**src/design/tbfc_pkg.sv**
```systemverilog
`timescale 1ns / 1ps
package tbfc_pkg;

  typedef struct packed {
    logic signed [31:0] pz;
    logic signed [31:0] py;
    logic signed [31:0] px;
    logic signed [15:0] nz;
    logic signed [15:0] ny;
    logic signed [15:0] nx;
  } vtx_t;

  typedef enum logic [2:0] {
    SrcA = 3'd0,
    SrcB = 3'd1,
    SrcC = 3'd2,
    SrcX0 = 3'd3,
    SrcX1 = 3'd4
  } src_e;

  // one triangle job: vertices plus the emit list
  typedef struct packed {
    vtx_t a;
    vtx_t b;
    vtx_t c;
    logic [1:0] xin;   // base vertex shared by both crossings
    logic [1:0] x0far; // far vertex of first crossing
    logic [1:0] x1far; // far vertex of second crossing
    logic signed [33:0] d_in;
    logic signed [33:0] d0far;
    logic signed [33:0] d1far;
    logic [2:0] cnt;
    src_e [5:0] seq;
  } job_t;

  localparam int unsigned QDepth = 2;

  localparam logic [1:0] RegAxis = 2'd0;
  localparam logic [1:0] RegNeg = 2'd1;
  localparam logic [1:0] RegHalf = 2'd2;

  function automatic vtx_t pick(input job_t j, input logic [1:0] k);
    vtx_t r;
    case (k)
      2'd0: r = j.a;
      2'd1: r = j.b;
      default: r = j.c;
    endcase
    return r;
  endfunction

  function automatic logic signed [33:0] pickd(input logic signed [33:0] d0,
      input logic signed [33:0] d1, input logic signed [33:0] d2,
      input logic [1:0] k);
    logic signed [33:0] r;
    case (k)
      2'd0: r = d0;
      2'd1: r = d1;
      default: r = d2;
    endcase
    return r;
  endfunction

endpackage

```
**src/design/tbfc_queue.sv**
```systemverilog
`timescale 1ns / 1ps
module tbfc_queue import tbfc_pkg::*; (
  input  logic  clk_i,
  input  logic  rst_ni,
  input  logic  valid_i,
  output logic  ready_o,
  input  job_t  data_i,
  output logic  valid_o,
  input  logic  ready_i,
  output job_t  data_o
);

  localparam int unsigned PtrW = $clog2(QDepth);

  job_t mem_q [QDepth];
  logic [PtrW-1:0] wr_q, rd_q;
  logic [PtrW:0] fill_q;
  logic push, pop;

  assign ready_o = fill_q != (PtrW+1)'(QDepth);
  assign valid_o = fill_q != '0;
  assign data_o = mem_q[rd_q];
  assign push = valid_i && ready_o;
  assign pop = valid_o && ready_i;

  always_ff @(posedge clk_i or negedge rst_ni) begin
    if (!rst_ni) begin
      wr_q <= '0;
      rd_q <= '0;
      fill_q <= '0;
    end else begin
      if (push) wr_q <= wr_q + 1'b1;
      if (pop) rd_q <= rd_q + 1'b1;
      fill_q <= fill_q + (PtrW+1)'(push) - (PtrW+1)'(pop);
    end
  end

  always_ff @(posedge clk_i) begin
    if (push) mem_q[wr_q] <= data_i;
  end

endmodule

```
**config.mk**
```make
export PLATFORM = sky130hd
export DESIGN_NAME = tbfc_queue
export DESIGN_NICKNAME = d
export VERILOG_FILES = /design/src/design/tbfc_pkg.sv /design/src/design/tbfc_queue.sv
export SDC_FILE = /design/constraint.sdc
export NUM_CORES = 1
export LEC_CHECK = 0
export BUFFER_PORTS_ARGS = -buffer_cell sky130_fd_sc_hd__buf_2
export CAP_MARGIN = 5
export CORE_AREA = 2 2 436 438
export DETAILED_ROUTE_END_ITERATION = 8
export DIE_AREA = 0 0 438 440
export PLACE_DENSITY = 0.44
export RECOVER_POWER = 25
export SLEW_MARGIN = 20
export SYNTH_ARGS = -nofsm -noshare
export SYNTH_HDL_FRONTEND = slang
export SYNTH_SLANG_ARGS = --single-unit
```
**constraint.sdc**
```tcl
create_clock -name clk_i -period 37.7 [get_ports clk_i]
set_clock_uncertainty 0.2 [all_clocks]
set_input_delay 11.31 -clock clk_i [delete_from_list [all_inputs] [get_ports clk_i]]
set_output_delay 11.31 -clock clk_i [all_outputs]
set_load 0.01 [all_outputs]
```
==> summary.md <==
The total detailed-routing wirelength is 130000 µm. The final critical path takes up 43.6% of the cycle. In this run the worst path has a maximum fanout of 136. Buffers inserted during clock tree synthesis total 135.

A synthesized cell averages 23.4 µm². By startpoint and endpoint, the worst setup path is classified as flip-flop to primary output. Layout overhead on the synthesized area: 30.6%.

In the layout the commonest cells are edfxtp_1, buf_2, mux2_2, mux2_4, clkbuf_1. The count of nets left with antenna violations once routing finished came out at 0. Once the floorplan was initialized, standard cells occupied 21.9% of the core. For the number of global-route vias before repair, the log shows 21900. In the final layout, the multi-input gates occupy 7120 µm². At the end of the flow, the number of nets in the layout was 3558. After layout, the design draws a total of 4340 µW. The maximum VDD drop came out at 0.0686 mV. The run finished with clean final reports. After clock tree synthesis, the repair step resized 0 gates. The leakage power was 0.0197 µW. Cells fill 28.6% of the core in the end. The peak per-stage delay on the critical path was 0.91 ns; the count of maximum capacitance violations was 0. Static timing analysis puts the maximum clock frequency at 60.8 MHz. The total number of vias came out at 21700. Setup repair after global routing left no endpoint under its margin. The synthesized netlist cell count was 1768. The cell sitting at the root of the clock tree is a clkbuf_16. The most frequent standard cell in the layout excluding fill and tap cells is edfxtp_1. The clock period minus final worst setup slack was 16.44 ns; the number of nets produced by synthesis was 2334.

Tracing the worst setup path back leads to its startpoint at rd_q. Dividing total power by cell area gives a power density of 80.3 nW/µm². In this run, synthesis produced a sequential element count of 1126. The iteration count of the initial detailed-routing pass came out at 5. In this run the deepest clock path goes through 3 buffers. The number of warnings reported in the yosys synthesis log is 0, and the worst-case reg-to-reg path depth is 7. Layout filler cell count: 19000. Routability-driven placement finished with a final weighted congestion of 0.800. The die covers 193000 µm². The kind of start point of the critical path is a flip-flop. Walking the worst path, the cells encountered are buf_12 > buf_12 > buf_4 > mux2_2 > buf_2.

Setup violations remaining at the end of the flow were counted as 0. The tools report the row count as 160. The logs give 0 ns for the setup total negative slack and 0.75 ns for the clock latency reported for the late side of the worst-skew pair.

For the area taken by flip-flops and latches, the log shows 33800 µm². The total count of max-transition violations in the final report is 0. TritonCTS built the clock tree. Setup slack on the worst reg-to-reg path comes out at 32.25 ns.

The worst hold path depth is 1. The number of hold buffers added after cts is 0. The number of setup buffers added after CTS is 0. The tools report the number of failing hold endpoints at the final stage as 0. The pin slew with the least headroom to its limit is 1.10 ns. The CTS clock-pin slew for the worst setup and hold paths came out at 0.05 ns. STA classifies the critical path endpoint as a primary output.

The floorplan step set the die height to 440 µm. The most critical setup path has its endpoint at data_o[550]. Worst-path cell with the longest stage delay: dfrtp_4. The logs give 189000 µm² for the total core area and 4.93 ns for the data arrival time at the worst-slack endpoint.

The run gives 140 as the pin count of the biggest net entering global routing. The first global-routing pass estimated 173000 µm of wire. Post-detailed-route wirelength per cell: 23.0 µm.

Cells with a size suffix above 1 make up 57.0% of the layout. The clock drives 1126 sinks. Global routing consumed, over all layers together, 12.9% of the routing resources. The netlist uses 19 different library cells. The worst hold margin was 0.371 ns; the average vias per placed instance was 3.85. For the H-tree depth, the log shows 4.

The cell repeated most along the worst path is buf_12. The DRC violations left is 0, and the global route total overflow is 0. At the worst endpoint, the required time is 26.19 ns.

Sequential cells were found to cover 81.7% of the synthesized design area. The terminus of the critical flop-to-flop path was mem_q[0][467]. Once detailed placement completed, the half-perimeter wirelength came to 95100 µm.

For the post-synthesis instance area, the log shows 41400 µm². The worst pin sits at a relative slew slack of 26.7%. The tools report the initial antenna violation count as 81. During placement, the flow inserted port buffers numbering 1127. In this run the worst hold path is classified as flip-flop to flip-flop. For this design the top-level I/O count stands at 1128. The first routing iteration left 1080 violations. The reg-to-reg critical path startpoint was fill_q[0].

The horizontal extent of the die is 438 µm.
logic make-up after synthesis:
family                     count (synthesis)  synth area share, %
buffers and inverters                     63                 1.08
DFF                                     1126                 81.7
muxes                                    561                 16.9
adders and majority gates                  1               0.0303
AOI/OAI and AO/OA                          4               0.0756
xor gates and xnor gates                   3               0.0636
and+or+nand+nor                           10                0.118
report_power, final:
group	total [µW]	internal, µW	switching (µW)
registers	1780	1710	62.9
logic	1330	558	773
clock network	1230	724	505
total	4340	2990	1340
area by class of cell:
type                    instances  share of cell area (%)
flip-flops and latches       1126                    62.6
repair buffers               1150                    10.5
clock buffers                 172                    6.75
clock inverters                70                    1.04
diodes                         19                  0.0880
multi-input cells             579                    13.2
well taps                    2511                    5.82
cells in the mapped netlist (all sizes together):
library cell / count / area (µm²)
edfxtp: 1122 / 33700
mux2: 561 / 6990
buf: 63 / 447
dfrtp: 4 / 100
nor2: 3 / 11.3
xnor2: 3 / 26.3
nand2: 2 / 7.51
a211oi: 1 / 7.51
a21bo: 1 / 10.0
a32oi: 1 / 8.76
and3: 1 / 6.26
ha: 1 / 12.5
nand2b: 1 / 6.26
nand3: 1 / 5.00
nor2b: 1 / 6.26
o21ai: 1 / 5.00
or2: 1 / 6.26
sequential cells by signal, summed over array words and instances, names as in the netlist:
register  count
wr_q          1
rd_q          1
mem_q      1122
fill_q        2
metrics by stage:
step	std cells	instance area [µm²]	setup WS, ns
floorplan	1768	41400	1.42
global placement	5366	49900	21.18
global route	5618	54000	21.00
detailed placement	5366	49900	21.24
CTS	5608	54100	21.14
finish	5627	54000	21.26
worst max-delay path, delay by kind of cell (launching register included):
kind / cells / cell delay (ns)
buffers and inverters: 4 / 2.09
muxes: 1 / 0.44
DFF: 1 / 0.91
layer usage:
metal	vias to the layer above	wire length [µm]	GRT usage (%)
met2	766	67800	22.6
li1	9599	-	-
met3	258	8970	4.43
met5	-	94	0
met4	18	2830	3.94
met1	11000	49900	14.6
worst min path at each step:
stage / start / end / slack, ns
after floorplan: wr_q / wr_q / 0.26
after global placement: wr_q / wr_q / 0.36
after detailed placement: wr_q / wr_q / 0.36
after CTS: wr_q / wr_q / 0.37
after global routing: wr_q / wr_q / 0.37
final: wr_q / wr_q / 0.37
Power figures use the tool's default switching activity.
