### config.mk
export PLATFORM = sky130hd
export DESIGN_NAME = tbfc_front
export DESIGN_NICKNAME = d
export VERILOG_FILES = /design/src/design/tbfc_pkg.sv /design/src/design/tbfc_front.sv
export SDC_FILE = /design/constraint.sdc
export NUM_CORES = 1
export LEC_CHECK = 0
export ABC_AREA = 0
export BUFFER_PORTS_ARGS = -buffer_cell sky130_fd_sc_hd__buf_2
export CELL_PAD_IN_SITES_DETAIL_PLACEMENT = 0
export CELL_PAD_IN_SITES_GLOBAL_PLACEMENT = 1
export CORE_AREA = 2 2 289 291
export DETAILED_ROUTE_END_ITERATION = 10
export DIE_AREA = 0 0 291 293
export HOLD_SLACK_MARGIN = 0.03
export PLACE_DENSITY = 0.66
export SKIP_LAST_GASP = 1
export SLEW_MARGIN = 20
export SYNTH_ARGS = -nofsm -noshare
export SYNTH_HDL_FRONTEND = slang
export SYNTH_SLANG_ARGS = --single-unit
### constraint.sdc
create_clock -name clk_i -period 15 [get_ports clk_i]
set_input_delay 0.75 -clock clk_i [delete_from_list [all_inputs] [get_ports clk_i]]
set_output_delay 0.75 -clock clk_i [all_outputs]
set_load 0.005 [all_outputs]
### src/design/tbfc_pkg.sv
`timescale 1ns / 1ps
package tbfc_pkg;

  typedef struct packed {
    logic signed [31:0] pz;
    logic signed [31:0] py;
    logic signed [31:0] px;
    logic signed [15:0] nz;
    logic signed [15:0] ny;
    logic signed [15:0] nx;
  } vtx_t;

  typedef enum logic [2:0] {
    SrcA = 3'd0,
    SrcB = 3'd1,
    SrcC = 3'd2,
    SrcX0 = 3'd3,
    SrcX1 = 3'd4
  } src_e;

  // one triangle job: vertices plus the emit list
  typedef struct packed {
    vtx_t a;
    vtx_t b;
    vtx_t c;
    logic [1:0] xin;   // base vertex shared by both crossings
    logic [1:0] x0far; // far vertex of first crossing
    logic [1:0] x1far; // far vertex of second crossing
    logic signed [33:0] d_in;
    logic signed [33:0] d0far;
    logic signed [33:0] d1far;
    logic [2:0] cnt;
    src_e [5:0] seq;
  } job_t;

  localparam int unsigned QDepth = 2;

  localparam logic [1:0] RegAxis = 2'd0;
  localparam logic [1:0] RegNeg = 2'd1;
  localparam logic [1:0] RegHalf = 2'd2;

  function automatic vtx_t pick(input job_t j, input logic [1:0] k);
    vtx_t r;
    case (k)
      2'd0: r = j.a;
      2'd1: r = j.b;
      default: r = j.c;
    endcase
    return r;
  endfunction

  function automatic logic signed [33:0] pickd(input logic signed [33:0] d0,
      input logic signed [33:0] d1, input logic signed [33:0] d2,
      input logic [1:0] k);
    logic signed [33:0] r;
    case (k)
      2'd0: r = d0;
      2'd1: r = d1;
      default: r = d2;
    endcase
    return r;
  endfunction

endpackage

### src/design/tbfc_front.sv
`timescale 1ns / 1ps
module tbfc_front import tbfc_pkg::*; (
  input  logic        clk_i,
  input  logic        rst_ni,
  input  logic        valid_i,
  output logic        ready_o,
  input  vtx_t        vtx_i,
  input  logic [1:0]  axis_i,
  input  logic        neg_i,
  input  logic [30:0] half_i,
  output logic        job_valid_o,
  input  logic        job_ready_i,
  output job_t        job_o
);

  vtx_t held0_q, held1_q;
  logic [1:0] cnt_q, cnt_d;
  logic signed [33:0] d0, d1, d2;
  logic o0, o1, o2;
  job_t job;

  function automatic logic signed [33:0] plane_dist(input vtx_t v, input logic [1:0] ax,
      input logic ng, input logic [30:0] h);
    logic signed [33:0] c;
    case (ax)
      2'd0: c = 34'(v.px);
      2'd1: c = 34'(v.py);
      default: c = 34'(v.pz);
    endcase
    if (ng) c = -c;
    return c - $signed({3'b000, h});
  endfunction

  assign ready_o = (cnt_q != 2'd2) || job_ready_i;
  assign job_valid_o = valid_i && (cnt_q == 2'd2);

  always_comb begin
    d0 = plane_dist(held0_q, axis_i, neg_i, half_i);
    d1 = plane_dist(held1_q, axis_i, neg_i, half_i);
    d2 = plane_dist(vtx_i, axis_i, neg_i, half_i);
    o0 = d0 > 0;
    o1 = d1 > 0;
    o2 = d2 > 0;
    job = '0;
    job.a = held0_q;
    job.b = held1_q;
    job.c = vtx_i;
    job.seq = {6{SrcA}};
    case ({o2, o1, o0})
      3'b000: begin
        job.cnt = 3'd3;
        job.seq[0] = SrcA; job.seq[1] = SrcB; job.seq[2] = SrcC;
      end
      3'b001, 3'b100: begin
        job.cnt = 3'd6;
        job.xin = o0 ? 2'd0 : 2'd2;
        job.x0far = o0 ? 2'd1 : 2'd0;
        job.x1far = o0 ? 2'd2 : 2'd1;
        job.seq[0] = o0 ? SrcB : SrcA;
        job.seq[1] = o0 ? SrcC : SrcB;
        job.seq[2] = SrcX0; job.seq[3] = SrcX1; job.seq[4] = SrcX0;
        job.seq[5] = o0 ? SrcC : SrcB;
      end
      3'b010: begin
        job.cnt = 3'd6;
        job.xin = 2'd1; job.x0far = 2'd0; job.x1far = 2'd2;
        job.seq[0] = SrcX0; job.seq[1] = SrcC; job.seq[2] = SrcA;
        job.seq[3] = SrcC; job.seq[4] = SrcX0; job.seq[5] = SrcX1;
      end
      3'b110, 3'b101, 3'b011: begin
        job.cnt = 3'd3;
        job.xin = !o0 ? 2'd0 : (!o1 ? 2'd1 : 2'd2);
        job.x0far = !o0 ? 2'd1 : (!o1 ? 2'd2 : 2'd0);
        job.x1far = !o0 ? 2'd2 : (!o1 ? 2'd0 : 2'd1);
        job.seq[0] = !o0 ? SrcA : (!o1 ? SrcB : SrcC);
        job.seq[1] = SrcX0; job.seq[2] = SrcX1;
      end
      default: job.cnt = 3'd0;
    endcase
    job.d_in = pickd(d0, d1, d2, job.xin);
    job.d0far = pickd(d0, d1, d2, job.x0far);
    job.d1far = pickd(d0, d1, d2, job.x1far);
  end

  assign job_o = job;

  always_comb begin
    cnt_d = cnt_q;
    if (valid_i && ready_o) cnt_d = (cnt_q == 2'd2) ? 2'd0 : cnt_q + 2'd1;
  end

  always_ff @(posedge clk_i or negedge rst_ni) begin
    if (!rst_ni) begin
      cnt_q <= '0;
    end else begin
      cnt_q <= cnt_d;
    end
  end

  always_ff @(posedge clk_i) begin
    if (valid_i && ready_o && cnt_q == 2'd0) held0_q <= vtx_i;
    if (valid_i && ready_o && cnt_q == 2'd1) held1_q <= vtx_i;
  end

endmodule

==> impl_metrics.tcl <==
set metrics [dict create \
    status "completed" \
    die_height_um 293 \
    viasPerCell 5.79 \
    final-setup-viol-count 0 \
    ys_seq_elements 290 \
    cts.sinks 290 \
    critPathLaunchType "primary input" \
    place_ws_ns 3.76 \
    crit_fanout 54 \
    grtUsageTotal 0.281 \
    syn_area_um2 24300 \
    die_area_um2 85300 \
    rsz0062_at_grt "false" \
    grt_pass1_vias 22500 \
    core_region_area_um2 81800 \
    synth_cell_types 114 \
    area_growth_syn_to_layout_pct 17.8 \
    firstDrtPassIters 8 \
    yosys_warnings 0 \
    drive_gt1_frac 0.310 \
    synth-edff-count 288 \
    cts_tree "yes" \
    min_period_ns 11.43 \
    fp-row-count 105 \
    yosysTopAreaCellShare 0.356 \
    antenna_found_initial 43 \
    seq_area_frac_synth 0.358 \
    p_seq_frac 0.255 \
    yosysTopAreaCell "edfxtp_1" \
    wl_per_cell_um 30.6 \
    clock_power_share 0.150 \
    ys_async_sr_fraction 0.00690 \
    rr_endpoint "job_o[416]" \
    rr_worst_depth 4 \
    p_per_area_nw_per_um2 158 \
    synth_area_leaders "edfxtp_1, buf_4, ha_1" \
    insertion_delay_ns 0.58 \
    vias 23900 \
    io_pins 745 \
    crit_type "primary input to primary output" \
    switching_share 0.475 \
    syn_inst 2513 \
    cp_data_required_time_ns 14.25 \
    drc 0 \
    numCtsBuffers 29 \
    grt.overflow.total 0 \
    ant_nets 0 \
    cts_max_level 1 \
    grt_max_degree 71 \
    initial_core_util 0.297 \
    hold_class "primary input to flop" \
    final_nets 3308 \
    clockRootBuffer "clkbuf_16" \
    p_leak_nw 11.8 \
    path_clk_slew_ns 0.06 \
    maxCapViolCount 0 \
    worst_slack_ns 3.57 \
    peakVddDrop_uv 98.4 \
    drtIter0Drc 2661 \
    hp-start "vtx_i[3]" \
    r2r_setup_slack_ns 11.89 \
    tightestPinTransition_ns 1.11 \
    wirelength_um 126000 \
    finalSetupTns_ns 0 \
    die_w_um 291 \
    arrival_ns 10.68 \
    n_fill_cell 8595 \
    port_buffers 740 \
    final_hold_viol_count 0 \
    holdPathEnd "job_o[276]" \
    clk_path_buf_depth 3 \
    syn_area_per_cell_um2 9.68 \
    synth_flop_cell "edfxtp_1" \
    max-slew-margin-rel 0.257 \
    skew_ns 0.0127 \
    gp_congestion 0.927 \
    pwr-share-comb 0.595 \
    r2r_start "cnt_q[0]" \
    finalMaxSlewViolations 0 \
    grt_pass1_wl_um 173000 \
    finalCritPeriodShare 0.762 \
    fmax_mhz 87.5 \
    dp_hpwl_um 103000 \
    cp-end-kind "primary output" \
    cts_resized 0 \
    p_int_w 0.00238 \
    hold_depth 1 \
    p_switching_w 0.00216 \
]
## timing repair
item                                   in CTS  in global routing
endpoints found under the hold margin       2                  0
hold buffers                                1                  0
buffers inserted                            0                  0
## worst max path at each step
| stage | startpoint | to | cells past startpoint |
|---|---|---|---|
| final | axis_i[0] | job_o[116] | 25 |
| after global routing | axis_i[0] | job_o[53] | 25 |
| after CTS | axis_i[0] | job_o[53] | 25 |
| after detailed placement | axis_i[0] | job_o[53] | 25 |
| after global placement | axis_i[0] | job_o[53] | 25 |
| after floorplan | valid_i | job_o[417] | 2 |
## cell usage in the layout, fill, tap and decap left out, types with 21 or more instances in the layout
cell / synthesis / final
buf_2: 45 / 738
edfxtp_1: 288 / 288
nand2_1: 180 / 180
o21ai_0: 152 / 152
a21oi_1: 151 / 151
nor2_1: 142 / 140
ha_1: 96 / 96
mux2i_1: 93 / 93
xnor2_1: 85 / 85
xor2_1: 78 / 78
inv_1: 73 / 73
mux2_2: 52 / 52
a21o_1: 52 / 52
o22ai_1: 51 / 51
a221oi_1: 46 / 46
nand4_1: 45 / 45
nand3_1: 38 / 38
o221ai_1: 37 / 37
buf_4: 170 / 37
nor3_1: 34 / 33
a22oi_1: 29 / 29
clkbuf_16: 0 / 29
o21a_1: 24 / 24
mux2_1: 21 / 21
or3_1: 21 / 21
## through the flow
step / cell area [µm²] / utilization / hold WS, ns / instances / power [W]
floorplan: 24300 / - / 0.454 / 2516 / 0.00274
global placement: 27700 / 0.339 / 0.535 / 4065 / 0.00381
detailed placement: 27800 / 0.339 / 0.538 / 4065 / 0.00381
CTS: 28600 / 0.350 / 0.353 / 4114 / 0.00449
global route: 28600 / 0.350 / 0.371 / 4122 / 0.00475
finish: 28700 / 0.350 / 0.375 / 4132 / 0.00454
## Yosys cell counts (21+ instances only)
master / instances
inv_1: 73
o21a_1: 24
clkbuf_1: 57
edfxtp_1: 288
mux2_2: 52
mux2_1: 21
buf_2: 45
nand3_1: 38
nor3_1: 34
xnor2_1: 85
xor2_1: 78
o221ai_1: 37
a22oi_1: 29
nand4_1: 45
o21ai_0: 152
mux2i_1: 93
o22ai_1: 51
ha_1: 96
a21o_1: 52
a221oi_1: 46
nand2_1: 180
or3_1: 21
buf_4: 170
a21oi_1: 151
nor2_1: 142
## layer usage
layer / share of wire / GRT usage / vias to the layer above
met5: 0.00053 / 0 / -
met4: 0.023 / 0.0605 / 12
met3: 0.091 / 0.0569 / 149
met2: 0.45 / 0.451 / 1345
met1: 0.44 / 0.389 / 11900
li1: - / - / 10500
## worst max-delay path, cell delays in order
cell      delay, ns
buf_4          0.52
buf_4          0.54
mux2_1         0.37
mux2i_1        0.41
and4_1         0.38
nand3_1        0.26
or4b_2         0.80
o21ai_0        0.25
xnor2_1        0.10
ha_1           0.49
nand2_1        0.21
nor4_1         0.65
a221oi_1       0.23
nand2_1        0.14
a21oi_1        0.07
xor2_1         0.81
or4bb_1        0.55
nor4_1         0.63
a31oi_4        0.45
buf_4          0.48
buf_4          0.38
nor3_1         0.24
a21oi_1        0.05
o21ai_0        0.53
buf_2          0.23
## cell type report
type | instances | area [µm²] | share of cell area
sequential | 290 | 8700 | 0.304
multi-input combinational | 1854 | 13500 | 0.469
timing repair buffer | 777 | 3990 | 0.139
inverter | 75 | 284 | 0.00991
antenna | 18 | 45.0 | 0.00157
clock buffer | 34 | 744 | 0.0260
clock inverter | 14 | 101 | 0.00354
tap | 1070 | 1340 | 0.0467
## power groups by stage
stage	Clock [W]	Combinational [W]	Sequential (W)
2_1_floorplan	0	0.00152	0.00123
3_3_place_gp	0	0.00264	0.00117
3_5_place_dp	0	0.00264	0.00117
4_1_cts	0.000692	0.00265	0.00116
5_1_grt	0.000718	0.00286	0.00117
6_report	0.000683	0.00270	0.00116
## cells by family after synthesis
kind of cell	Yosys count	share of synthesized area
flops	290	0.358
simple gates	628	0.134
fa+ha+maj	99	0.0519
compound gates	777	0.222
other cells	1	0.000154
buf+inv	372	0.0918
mux	180	0.0813
xor+xnor	166	0.0607
## state kept, by name, summed over array words and instances, names as in the netlist
register / cells
job_o: 288
cnt_q: 2
(Power assumes the default switching activity.)
